## src/sv/ascon_pkg.sv

```systemverilog
package ascon_pkg;

    localparam int unsigned WORD_W   = 64;
    localparam int unsigned WORDS    = 5;
    localparam int unsigned RND_W    = 4;
    localparam int unsigned CNT_W    = 4;
    localparam int unsigned CFG_IDX_W = 2;

    localparam logic [RND_W-1:0] INIT_START  = 4'd0;
    localparam logic [RND_W-1:0] BLOCK_START = 4'd6;
    localparam logic [RND_W-1:0] ROUND_LAST  = 4'd11;

    localparam logic [CNT_W-1:0] FULL_BYTES = 4'd8;

    localparam logic [WORD_W-1:0] ASCON128_IV = 64'h80400c0600000000;
    localparam logic [WORD_W-1:0] DOMAIN_SEP  = 64'h0000000000000001;

    localparam logic [CFG_IDX_W-1:0] CFG_KEY_HIGH   = 2'd0;
    localparam logic [CFG_IDX_W-1:0] CFG_KEY_LOW    = 2'd1;
    localparam logic [CFG_IDX_W-1:0] CFG_NONCE_HIGH = 2'd2;
    localparam logic [CFG_IDX_W-1:0] CFG_NONCE_LOW  = 2'd3;

    typedef logic [WORDS-1:0][WORD_W-1:0] t_sponge;

    typedef struct packed {
        logic              kind;
        logic [63:0]       block_data;
        logic [CNT_W-1:0]  byte_count;
        logic              first_block;
        logic              last_block;
        logic [63:0]       expected_tag_high;
        logic [63:0]       expected_tag_low;
    } t_in_beat;

    typedef struct packed {
        logic [63:0]       out_data;
        logic [CNT_W-1:0]  out_byte_count;
        logic [63:0]       tag_high;
        logic [63:0]       tag_low;
        logic              tag_valid;
        logic              auth_ok;
    } t_out_beat;

    typedef enum logic [2:0] {
        ST_IDLE,
        ST_INIT,
        ST_ABSORB,
        ST_BLOCK,
        ST_FINAL,
        ST_DONE
    } t_state;

    function automatic logic [WORD_W-1:0] rotr64(logic [WORD_W-1:0] v, int unsigned n);
        return (v >> n) | (v << (WORD_W - n));
    endfunction

    // One round of the permutation with round index r.
    function automatic t_sponge ascon_round(t_sponge s, logic [RND_W-1:0] r);
        logic [WORD_W-1:0] x0, x1, x2, x3, x4;
        logic [WORD_W-1:0] t0, t1, t2, t3, t4;
        t_sponge           o;
        x0 = s[0];
        x1 = s[1];
        x2 = s[2] ^ {56'd0, ~r, r};
        x3 = s[3];
        x4 = s[4];
        x0 = x0 ^ x4;
        x4 = x4 ^ x3;
        x2 = x2 ^ x1;
        t0 = ~x0 & x1;
        t1 = ~x1 & x2;
        t2 = ~x2 & x3;
        t3 = ~x3 & x4;
        t4 = ~x4 & x0;
        x0 = x0 ^ t1;
        x1 = x1 ^ t2;
        x2 = x2 ^ t3;
        x3 = x3 ^ t4;
        x4 = x4 ^ t0;
        x1 = x1 ^ x0;
        x0 = x0 ^ x4;
        x3 = x3 ^ x2;
        x2 = ~x2;
        o[0] = x0 ^ rotr64(x0, 19) ^ rotr64(x0, 28);
        o[1] = x1 ^ rotr64(x1, 61) ^ rotr64(x1, 39);
        o[2] = x2 ^ rotr64(x2, 1) ^ rotr64(x2, 6);
        o[3] = x3 ^ rotr64(x3, 10) ^ rotr64(x3, 17);
        o[4] = x4 ^ rotr64(x4, 7) ^ rotr64(x4, 41);
        return o;
    endfunction

    function automatic logic [WORD_W-1:0] byte_mask(logic [CNT_W-1:0] n);
        logic [WORD_W-1:0] m;
        unique case (n)
            4'd0:    m = 64'h0000000000000000;
            4'd1:    m = 64'hff00000000000000;
            4'd2:    m = 64'hffff000000000000;
            4'd3:    m = 64'hffffff0000000000;
            4'd4:    m = 64'hffffffff00000000;
            4'd5:    m = 64'hffffffffff000000;
            4'd6:    m = 64'hffffffffffff0000;
            4'd7:    m = 64'hffffffffffffff00;
            default: m = 64'hffffffffffffffff;
        endcase
        return m;
    endfunction

    // A full block takes its padding byte in the next, empty block.
    function automatic logic [WORD_W-1:0] pad_word(logic [CNT_W-1:0] n);
        logic [WORD_W-1:0] p;
        unique case (n)
            4'd1:    p = 64'h0080000000000000;
            4'd2:    p = 64'h0000800000000000;
            4'd3:    p = 64'h0000008000000000;
            4'd4:    p = 64'h0000000080000000;
            4'd5:    p = 64'h0000000000800000;
            4'd6:    p = 64'h0000000000008000;
            4'd7:    p = 64'h0000000000000080;
            default: p = 64'h8000000000000000;
        endcase
        return p;
    endfunction

endpackage

```

## src/sv/ascon_aead_stream_unit.sv

```systemverilog
// Ascon-128 authenticated cipher without associated data, one 64-bit block per beat.
// The user must write key and nonce through the configuration port only while the unit is idle; not enforced.
// The input channel takes a block with its mode, byte count and first/last marks.
// A first block, or any block when no message is open, loads key, nonce and IV
// and runs twelve initialization rounds before the block is absorbed.
// Each block produces exactly one output beat carrying ciphertext or plaintext.
// A last block also carries the tag and, on decrypt, the tag compare result.
// One permutation round runs per cycle in a single shared round unit, so an
// ordinary block keeps the input stalled after acceptance through absorb, six
// rounds and result, and is accepted again once the unit is back in idle.
// A first block adds 12 initialization rounds; a last block adds 6 rounds, or 12 when full.
// The result lands in an output register once the work ends and the register is free.
// While the receiver stalls, that register holds its beat; the next block can
// still be accepted and processed, and waits for the register before finishing.
// Reset clears the key, nonce, sponge state and the open-message flag.
module ascon_aead_stream_unit (
    input  logic                              i_clk,
    input  logic                              i_rst_n,
    input  logic                              i_cfg_we,
    input  logic [ascon_pkg::CFG_IDX_W-1:0]   i_cfg_index,
    input  logic [63:0]                       i_cfg_data,
    input  logic                              i_in_valid,
    output logic                              o_in_stall,
    input  ascon_pkg::t_in_beat               i_in_beat,
    output logic                              o_out_valid,
    input  logic                              i_out_stall,
    output ascon_pkg::t_out_beat              o_out_beat
);
    import ascon_pkg::*;

    t_state             r_state, n_state;
    t_sponge            r_sponge, n_sponge;
    logic [RND_W-1:0]   r_rnd, n_rnd;
    logic               r_open, n_open;
    logic [63:0]        r_key_high, r_key_low, r_nonce_high, r_nonce_low;
    logic               r_kind;
    logic [63:0]        r_data;
    logic [CNT_W-1:0]   r_n;
    logic               r_last;
    logic               r_start;
    logic [127:0]       r_exp_tag;
    logic [63:0]        r_res, n_res;
    t_out_beat          r_out;
    logic               r_out_valid, n_out_valid;

    logic               in_accept;
    logic               out_load;
    logic               round_end;
    t_sponge            round_out;
    logic [63:0]        mask, plain, result;
    logic [CNT_W-1:0]   in_n;
    logic [127:0]       tag;
    t_out_beat          out_next;

    assign in_accept = i_in_valid && !o_in_stall;
    assign round_end = (r_rnd == ROUND_LAST);
    assign round_out = ascon_round(r_sponge, r_rnd);
    assign in_n      = (i_in_beat.byte_count > FULL_BYTES || !i_in_beat.last_block)
                       ? FULL_BYTES : i_in_beat.byte_count;

    assign mask   = byte_mask(r_n);
    assign plain  = r_kind ? ((r_sponge[0] ^ r_data) & mask) : (r_data & mask);
    assign result = r_kind ? plain : ((r_sponge[0] ^ plain) & mask);
    assign tag    = {r_sponge[3] ^ r_key_high, r_sponge[4] ^ r_key_low};

    always_comb begin
        n_state = r_state;
        unique case (r_state)
            ST_IDLE: begin
                if (i_in_valid) begin
                    if (i_in_beat.first_block || !r_open) begin
                        n_state = ST_INIT;
                    end else begin
                        n_state = ST_ABSORB;
                    end
                end
            end
            ST_INIT: begin
                if (round_end) begin
                    n_state = ST_ABSORB;
                end
            end
            ST_ABSORB: begin
                if (r_last && r_n != FULL_BYTES) begin
                    n_state = ST_FINAL;
                end else begin
                    n_state = ST_BLOCK;
                end
            end
            ST_BLOCK: begin
                if (round_end) begin
                    n_state = r_last ? ST_FINAL : ST_DONE;
                end
            end
            ST_FINAL: begin
                if (round_end) begin
                    n_state = ST_DONE;
                end
            end
            ST_DONE: begin
                if (!r_out_valid || !i_out_stall) begin
                    n_state = ST_IDLE;
                end
            end
            default: n_state = ST_IDLE;
        endcase
    end

    always_comb begin
        o_in_stall = (r_state != ST_IDLE);
        out_load   = (r_state == ST_DONE) && (!r_out_valid || !i_out_stall);
    end

    always_comb begin
        n_sponge    = r_sponge;
        n_rnd       = r_rnd;
        n_open      = r_open;
        n_res       = r_res;
        n_out_valid = r_out_valid;
        if (r_out_valid && !i_out_stall) begin
            n_out_valid = 1'b0;
        end
        unique case (r_state)
            ST_IDLE: begin
                if (in_accept) begin
                    n_open = !i_in_beat.last_block;
                    if (i_in_beat.first_block || !r_open) begin
                        n_sponge = {r_nonce_low, r_nonce_high, r_key_low, r_key_high,
                                    ASCON128_IV};
                        n_rnd    = INIT_START;
                    end
                end
            end
            ST_INIT: begin
                n_sponge = round_out;
                n_rnd    = r_rnd + 1'b1;
                if (round_end) begin
                    n_sponge[3] = round_out[3] ^ r_key_high;
                    n_sponge[4] = round_out[4] ^ r_key_low ^ DOMAIN_SEP;
                end
            end
            ST_ABSORB: begin
                n_res       = result;
                n_sponge[0] = r_sponge[0] ^ plain;
                if (r_last && r_n != FULL_BYTES) begin
                    n_sponge[0] = r_sponge[0] ^ plain ^ pad_word(r_n);
                    n_sponge[1] = r_sponge[1] ^ r_key_high;
                    n_sponge[2] = r_sponge[2] ^ r_key_low;
                    n_rnd       = INIT_START;
                end else begin
                    n_rnd = BLOCK_START;
                end
            end
            ST_BLOCK: begin
                n_sponge = round_out;
                n_rnd    = r_rnd + 1'b1;
                if (round_end && r_last) begin
                    n_sponge[0] = round_out[0] ^ pad_word(FULL_BYTES);
                    n_sponge[1] = round_out[1] ^ r_key_high;
                    n_sponge[2] = round_out[2] ^ r_key_low;
                    n_rnd       = INIT_START;
                end
            end
            ST_FINAL: begin
                n_sponge = round_out;
                n_rnd    = r_rnd + 1'b1;
            end
            ST_DONE: begin
                if (out_load) begin
                    n_out_valid = 1'b1;
                end
            end
            default: begin
                n_rnd = INIT_START;
            end
        endcase
    end

    always_comb begin
        out_next.out_data       = r_res;
        out_next.out_byte_count = r_n;
        out_next.tag_high       = r_last ? tag[127:64] : 64'd0;
        out_next.tag_low        = r_last ? tag[63:0] : 64'd0;
        out_next.tag_valid      = r_last;
        out_next.auth_ok        = r_last && r_kind && (tag == r_exp_tag);
    end

    always_ff @(posedge i_clk) begin
        if (!i_rst_n) begin
            r_state      <= ST_IDLE;
            r_sponge     <= '0;
            r_rnd        <= INIT_START;
            r_open       <= 1'b0;
            r_out_valid  <= 1'b0;
            r_key_high   <= '0;
            r_key_low    <= '0;
            r_nonce_high <= '0;
            r_nonce_low  <= '0;
        end else begin
            r_state     <= n_state;
            r_sponge    <= n_sponge;
            r_rnd       <= n_rnd;
            r_open      <= n_open;
            r_out_valid <= n_out_valid;
            if (i_cfg_we) begin
                unique case (i_cfg_index)
                    CFG_KEY_HIGH:   r_key_high   <= i_cfg_data;
                    CFG_KEY_LOW:    r_key_low    <= i_cfg_data;
                    CFG_NONCE_HIGH: r_nonce_high <= i_cfg_data;
                    CFG_NONCE_LOW:  r_nonce_low  <= i_cfg_data;
                    default:        r_key_high   <= r_key_high;
                endcase
            end
        end
    end

    always_ff @(posedge i_clk) begin
        if (in_accept) begin
            r_kind    <= i_in_beat.kind;
            r_data    <= i_in_beat.block_data;
            r_n       <= in_n;
            r_last    <= i_in_beat.last_block;
            r_start   <= i_in_beat.first_block || !r_open;
            r_exp_tag <= {i_in_beat.expected_tag_high, i_in_beat.expected_tag_low};
        end
        r_res <= n_res;
        if (out_load) begin
            r_out <= out_next;
        end
    end

    assign o_out_valid = r_out_valid;
    assign o_out_beat  = r_out;

    a_start_path: assert property (@(posedge i_clk) disable iff (!i_rst_n)
        in_accept |=> ((r_state == ST_INIT) == r_start))
        else $error("Block start did not match the initialization decision.");

    a_hold_done: assert property (@(posedge i_clk) disable iff (!i_rst_n)
        (r_state == ST_DONE && !out_load) |=> (r_state == ST_DONE))
        else $error("Finished block left before its result was stored.");

    a_final_last: assert property (@(posedge i_clk) disable iff (!i_rst_n)
        (r_state == ST_FINAL) |-> r_last)
        else $error("Finalization entered for a block that is not last.");

    a_block_rounds: assert property (@(posedge i_clk) disable iff (!i_rst_n)
        (r_state == ST_BLOCK) |-> (r_rnd >= BLOCK_START))
        else $error("Block permutation ran with an initialization round index.");

    a_close: assert property (@(posedge i_clk) disable iff (!i_rst_n)
        (out_load && r_last) |=> (!r_open && o_out_valid && o_out_beat.tag_valid))
        else $error("Last block did not close the message with a tag.");

endmodule
```

## config.mk

```make
export PLATFORM = sky130hd
export DESIGN_NAME = ascon_aead_stream_unit
export DESIGN_NICKNAME = d
export VERILOG_FILES = /design/src/sv/ascon_pkg.sv /design/src/sv/ascon_aead_stream_unit.sv
export SDC_FILE = /design/constraint.sdc
export NUM_CORES = 2
export LEC_CHECK = 0
export BUFFER_PORTS_ARGS = -buffer_cell sky130_fd_sc_hd__buf_2
export CAP_MARGIN = 10
export CELL_PAD_IN_SITES_DETAIL_PLACEMENT = 0
export CELL_PAD_IN_SITES_GLOBAL_PLACEMENT = 1
export CORE_MARGIN = 5
export CORE_UTILIZATION = 50
export DETAILED_ROUTE_END_ITERATION = 8
export PLACE_DENSITY_LB_ADDON = 0.08
export SETUP_SLACK_MARGIN = 0.2
export SLEW_MARGIN = 15
export SYNTH_ARGS = -nofsm -noshare
export SYNTH_HDL_FRONTEND = slang
export SYNTH_SLANG_ARGS = --single-unit
```

## constraint.sdc

```tcl
create_clock -name i_clk -period 26.8 [get_ports i_clk]
set_input_delay 4.02 -clock i_clk [delete_from_list [all_inputs] [get_ports i_clk]]
set_output_delay 4.02 -clock i_clk [all_outputs]
set_load 0.03 [all_outputs]
```

Yosys cells after proc, flatten, opt, wreduce, memory -nomap -nowiden:

Memories as Yosys holds them, arrays and structs flattened. A register that Yosys moved wholly into a read port is not among the register bits.
Cells that the tools add are included.

* equal/unequal tests: 26
* $add $sub $neg: 1
* magnitude comparators: 1
* reductions and logical operators: 32
* mux-type cells: 32
* bitwise gates (word level): 61

Operators with widths (count)
* bitwise XOR 64 bit: 32
* case mux 192 bit (4 select lines): 1
* 2-to-1 mux 320 bit: 2
* AND 64 bit: 8
* case mux 64 bit (7 select lines): 1
* 2-to-1 mux 192 bit: 2
* inverter 64 bit: 6
* case mux 128 bit (3 select lines): 1
* 2-to-1 mux 64 bit: 5
* == test 128 bit: 1
* 2-to-1 mux 128 bit: 1
* OR 23 x 64 -> 64 bit: 1
* OR 25 x 64 -> 64 bit: 1
* OR 3 x 64 -> 64 bit: 1
* OR 36 x 64 -> 64 bit: 1
* OR 45 x 64 -> 64 bit: 1
* OR 47 x 64 -> 64 bit: 1
* OR 54 x 64 -> 64 bit: 1
* OR 57 x 64 -> 64 bit: 1
* OR 58 x 64 -> 64 bit: 1
* OR 63 x 64 -> 64 bit: 1
* bitwise XOR 64 x 8 -> 64 bit: 1
* 2-to-1 mux 3 bit: 9
* case mux 4 bit (5 select lines): 1
* 32 further kinds: 72

* logic and storage cells: 179
* register bits after elaboration: 1045
* memories: 1
* bits in read-only memories: 448

Memory list
* (name not given): words 8, bits a word 56, rd ports 1, clocked after Yosys merged registers in 1, wr ports 0, line ascon_pkg.sv:94 `unique case (n)`

Depth between registers and ports, before layout:

* depth after elaboration: 13
* depth in mapped cells: 11

Worst setup path before layout:

OpenSTA, ideal clock, no wires.

* kind: input to register
* from: in i_out_stall
* to: reg r_out (netlist bit o_out_beat[0]), enable pin
* arrival time: 18.273 ns
* slack: 7.488 ns
* stages: 2
* cell sequence: nand2_1 > nor3b_1

* longest elaborated chain between the ends: 3

Ends and longest elaborated chain
* start, declared: line ascon_aead_stream_unit.sv:26 `input logic i_out_stall,`
* logical NOT 1 bit: line ascon_aead_stream_unit.sv:111 `out_load = (r_state == ST_DONE) && (!r_out_valid || !i_out_stall);`
* logical OR 1 bit: line ascon_aead_stream_unit.sv:111
* logical AND 1 bit: line ascon_aead_stream_unit.sv:111
* named net out_load: line ascon_aead_stream_unit.sv:47 `logic out_load;`
* end signal, assigned: line ascon_aead_stream_unit.sv:228 `r_out <= out_next;`
* end, declared: line ascon_aead_stream_unit.sv:43 `t_out_beat r_out;`

The timed path passes the listed nets, and every way through them passes these cells.
A chain may end at the register's enable or synchronous reset.

Final worst setup path:

* from: in i_in_beat[129] (netlist bit)
* to: reg r_sponge[296] (netlist bit)

* longest elaborated chain between the ends: 3

Ends and longest elaborated chain
* start, declared: line ascon_aead_stream_unit.sv:24 `input ascon_pkg::t_in_beat i_in_beat,`
* logical OR 1 bit
* != test 2 bit (no source line)
* AND reduction 3 bit (no source line)
* end signal, assigned: line ascon_aead_stream_unit.sv:201 `r_sponge <= n_sponge;`
* end, declared: line ascon_aead_stream_unit.sv:32 `t_sponge r_sponge, n_sponge;`

No other way between the ends.

==> run metrics <==
outcome=finished clean; Chip Height=372.3 um; CTS-repair resized insts=0; area grow syn2layout=11.48%; leading cell types by total area after synthesis=edfxtp_1 (21%), dfxtp_1 (18%), xnor2_1 (8.1%); final setup violation count=0; setup repair bufs after CTS=0; nets=7,127; clock sinks=1,052; first-pass GRT wire length=394.5 mm; drt pass-1 iters=8; kind of critical path=primary input to register; Fill cells=11,744; Synth Cell Area=0.06564 sq mm; H-tree levels=3; register bit total from synthesis=1,052; Rel. slew slack=0.03769; Post-synth EDFFs=460; biggest area consumer among synthesized cells=edfxtp_1; commonest cells after routing, fill and taps aside=nand2_1 (817), xnor2_1 (599), dfxtp_1 (592); most used cell along the critical path=buf_4; wire length per cell=33.81 um; Port Buf Inserts=469; crit path cell chain=buf_2 -> nand2b_1 -> a21oi_1 -> nor2_1 -> o21a_4 -> buf_4 -> buf_4 -> o211ai_1 -> o32ai_1; Std-Cell Core Area=0.1310 sq mm; CTS clk-pin slew, worst paths=60 ps; via count=54,288; Synth cell types=74; post-synthesis cell count=6,592; Synth top area share=0.2104; Required @ worst endpoint=27,450 ps; sequential-to-total area share from yosys stat=0.3910; Mapped Nets=6,991; Synth Area per Inst=9.957 sq um; drt total wl=290.7 mm; Hold Buf Count CTS=0; starting density of the core=0.5012; Final Max Tran Viols=0; most common cell after layout, fill and taps aside=nand2_1; RSZ-0062 raised after global routing=no; Rows=133; Max-Cap Viols=0; startpoint class of the critical path=primary input; CTS tree=yes; Die ar.=0.1386 sq mm; vias in the first global route=49,768; Tmin final=6750 ps; crit end category=register; GRT overflow=0; GRT Total Usage=0.4060; DPL Wire Length=213.1 mm; I/O pins=470; Die Wd=372.3 um; critical path arrival=7400 ps; Hold Violations, Final=0; Avg Vias per Cell=6.314; Num CTS Buffers=117; Slowest Stage Delay on Critical Path=760 ps; FMAX=148.1 MHz; Routed Antenna Nets=0; post-route DRC violation count=0; clock buffer depth=3; RD Place Congestion=1.040; DRT iter0 DRCs=7,489; asr flop ratio synth=0; Skew-Pair Late Insertion Delay=770 ps; Worst Clk Skew=46.89 ps; CP Max Fanout=68; Slowest cell on crit path=buf_4; largest net degree at the start of global routing=235; Synth Warn #=0; Register-to-Register Setup Slack=21,590 ps; Slew @ Worst Pin=1433 ps; Tcrit/Tclk final=0.2519; initial antenna violation count=18; Root Driver=clkbuf_16; Worst Hold Class=register to register; Post-Route Setup TNS=0 ps; share of cells above drive strength 1=0.1423; ys flop type=dfxtp_1
-- cell type report --
type / count / area (sq um) / share of cell area
Antenna cell: 10 / 25.02 / 0.0003420
Timing Repair Buffer: 595 / 3391 / 0.04634
Multi-Input combinational cell: 4711 / 36930 / 0.5046
Clock inverter: 81 / 900.9 / 0.01231
Sequential cell: 1052 / 25660 / 0.3507
Inverter: 251 / 952.2 / 0.01301
Tap cell: 1755 / 2196 / 0.03001
Clock buffer: 143 / 3117 / 0.04260
-- flip-flops by register name, indices dropped and copies added (netlist names), 3 cells and up, named ones only --
register and count:
r_n 4, r_key_high 64, r_rnd 4, r_nonce_low 64
r_state 3, r_key_low 64, r_nonce_high 64, r_res 64
r_exp_tag 128, r_data 64, o_out_beat 198, r_sponge 320
-- routing by layer --
| layer | track usage | part of all wire | vias to the layer above |
|---|---|---|---|
| li1 | - | - | 23413 |
| met1 | 0.5352 | 0.39 | 26921 |
| met2 | 0.5831 | 0.42 | 3274 |
| met3 | 0.1119 | 0.11 | 668 |
| met4 | 0.2696 | 0.083 | 12 |
| met5 | 0 | 0.00034 | - |
-- metrics by stage --
stage / cell area [sq um] / worst slack [ps] / std cells / utilization / hold WS (ps)
floorplan: 65640 / 7488 / 6592 / - / 400.3
global placement: 69100 / 19510 / 8364 / 0.5276 / 400.8
CTS: 73120 / 20220 / 8588 / 0.5583 / 410.4
finish: 73170 / 20050 / 8598 / 0.5587 / 410.3
detailed placement: 69100 / 19420 / 8364 / 0.5276 / 404.5
global route: 73150 / 19930 / 8590 / 0.5586 / 420.1
-- critical path, delay by kind of cell --
family | cells | cell delay [ps]
buffers and inverters | 3 | 1570
AO/OA/AOI/OAI | 4 | 1180
AND/OR/NAND/NOR | 2 | 460
-- worst paths after layout --
check                 start               to  cells after the start
max          i_in_beat[129]    r_sponge[296]                      9
max reg2reg      r_state[2]    r_sponge[163]                     10
min                r_res[6]  o_out_beat[140]                      0
min reg2reg        r_res[6]  o_out_beat[140]                      0
-- kinds of logic (layout without fill, tap and decap cells) --
family / count (synthesis) / count (layout) / synth area share
compound gates: 1683 / 1683 / 0.1762
simple gates: 1442 / 1442 / 0.09573
xor+xnor: 1311 / 1311 / 0.2397
flops: 1052 / 1052 / 0.3910
buf+inv: 829 / 1070 / 0.05019
fa+ha+maj: 192 / 192 / 0.03435
mux: 83 / 83 / 0.01285
other cells: 0 / 10 / 0
-- cell usage after synthesis (48+ instances only) --
library cell  number
nand2_1          822
xnor2_1          608
dfxtp_1          592
edfxtp_1         460
clkbuf_1         452
a21oi_1          365
xor2_1           346
o21ai_0          307
a21boi_0         260
inv_1            247
nor2_1           236
xnor3_1          214
and2_1           133
ha_1             129
o211ai_1         122
a221o_1          102
nand3_1           89
xnor2_2           89
buf_2             86
nor2b_1           86
a221oi_1          78
mux2i_1           73
o221ai_1          64
a311oi_1          60
a22oi_1           55
maj3_1            55
o21ai_1           54
a311o_1           48
Power is not shown: default switching activity piles up to over one toggle a cycle in this logic, so the estimate is an artifact.
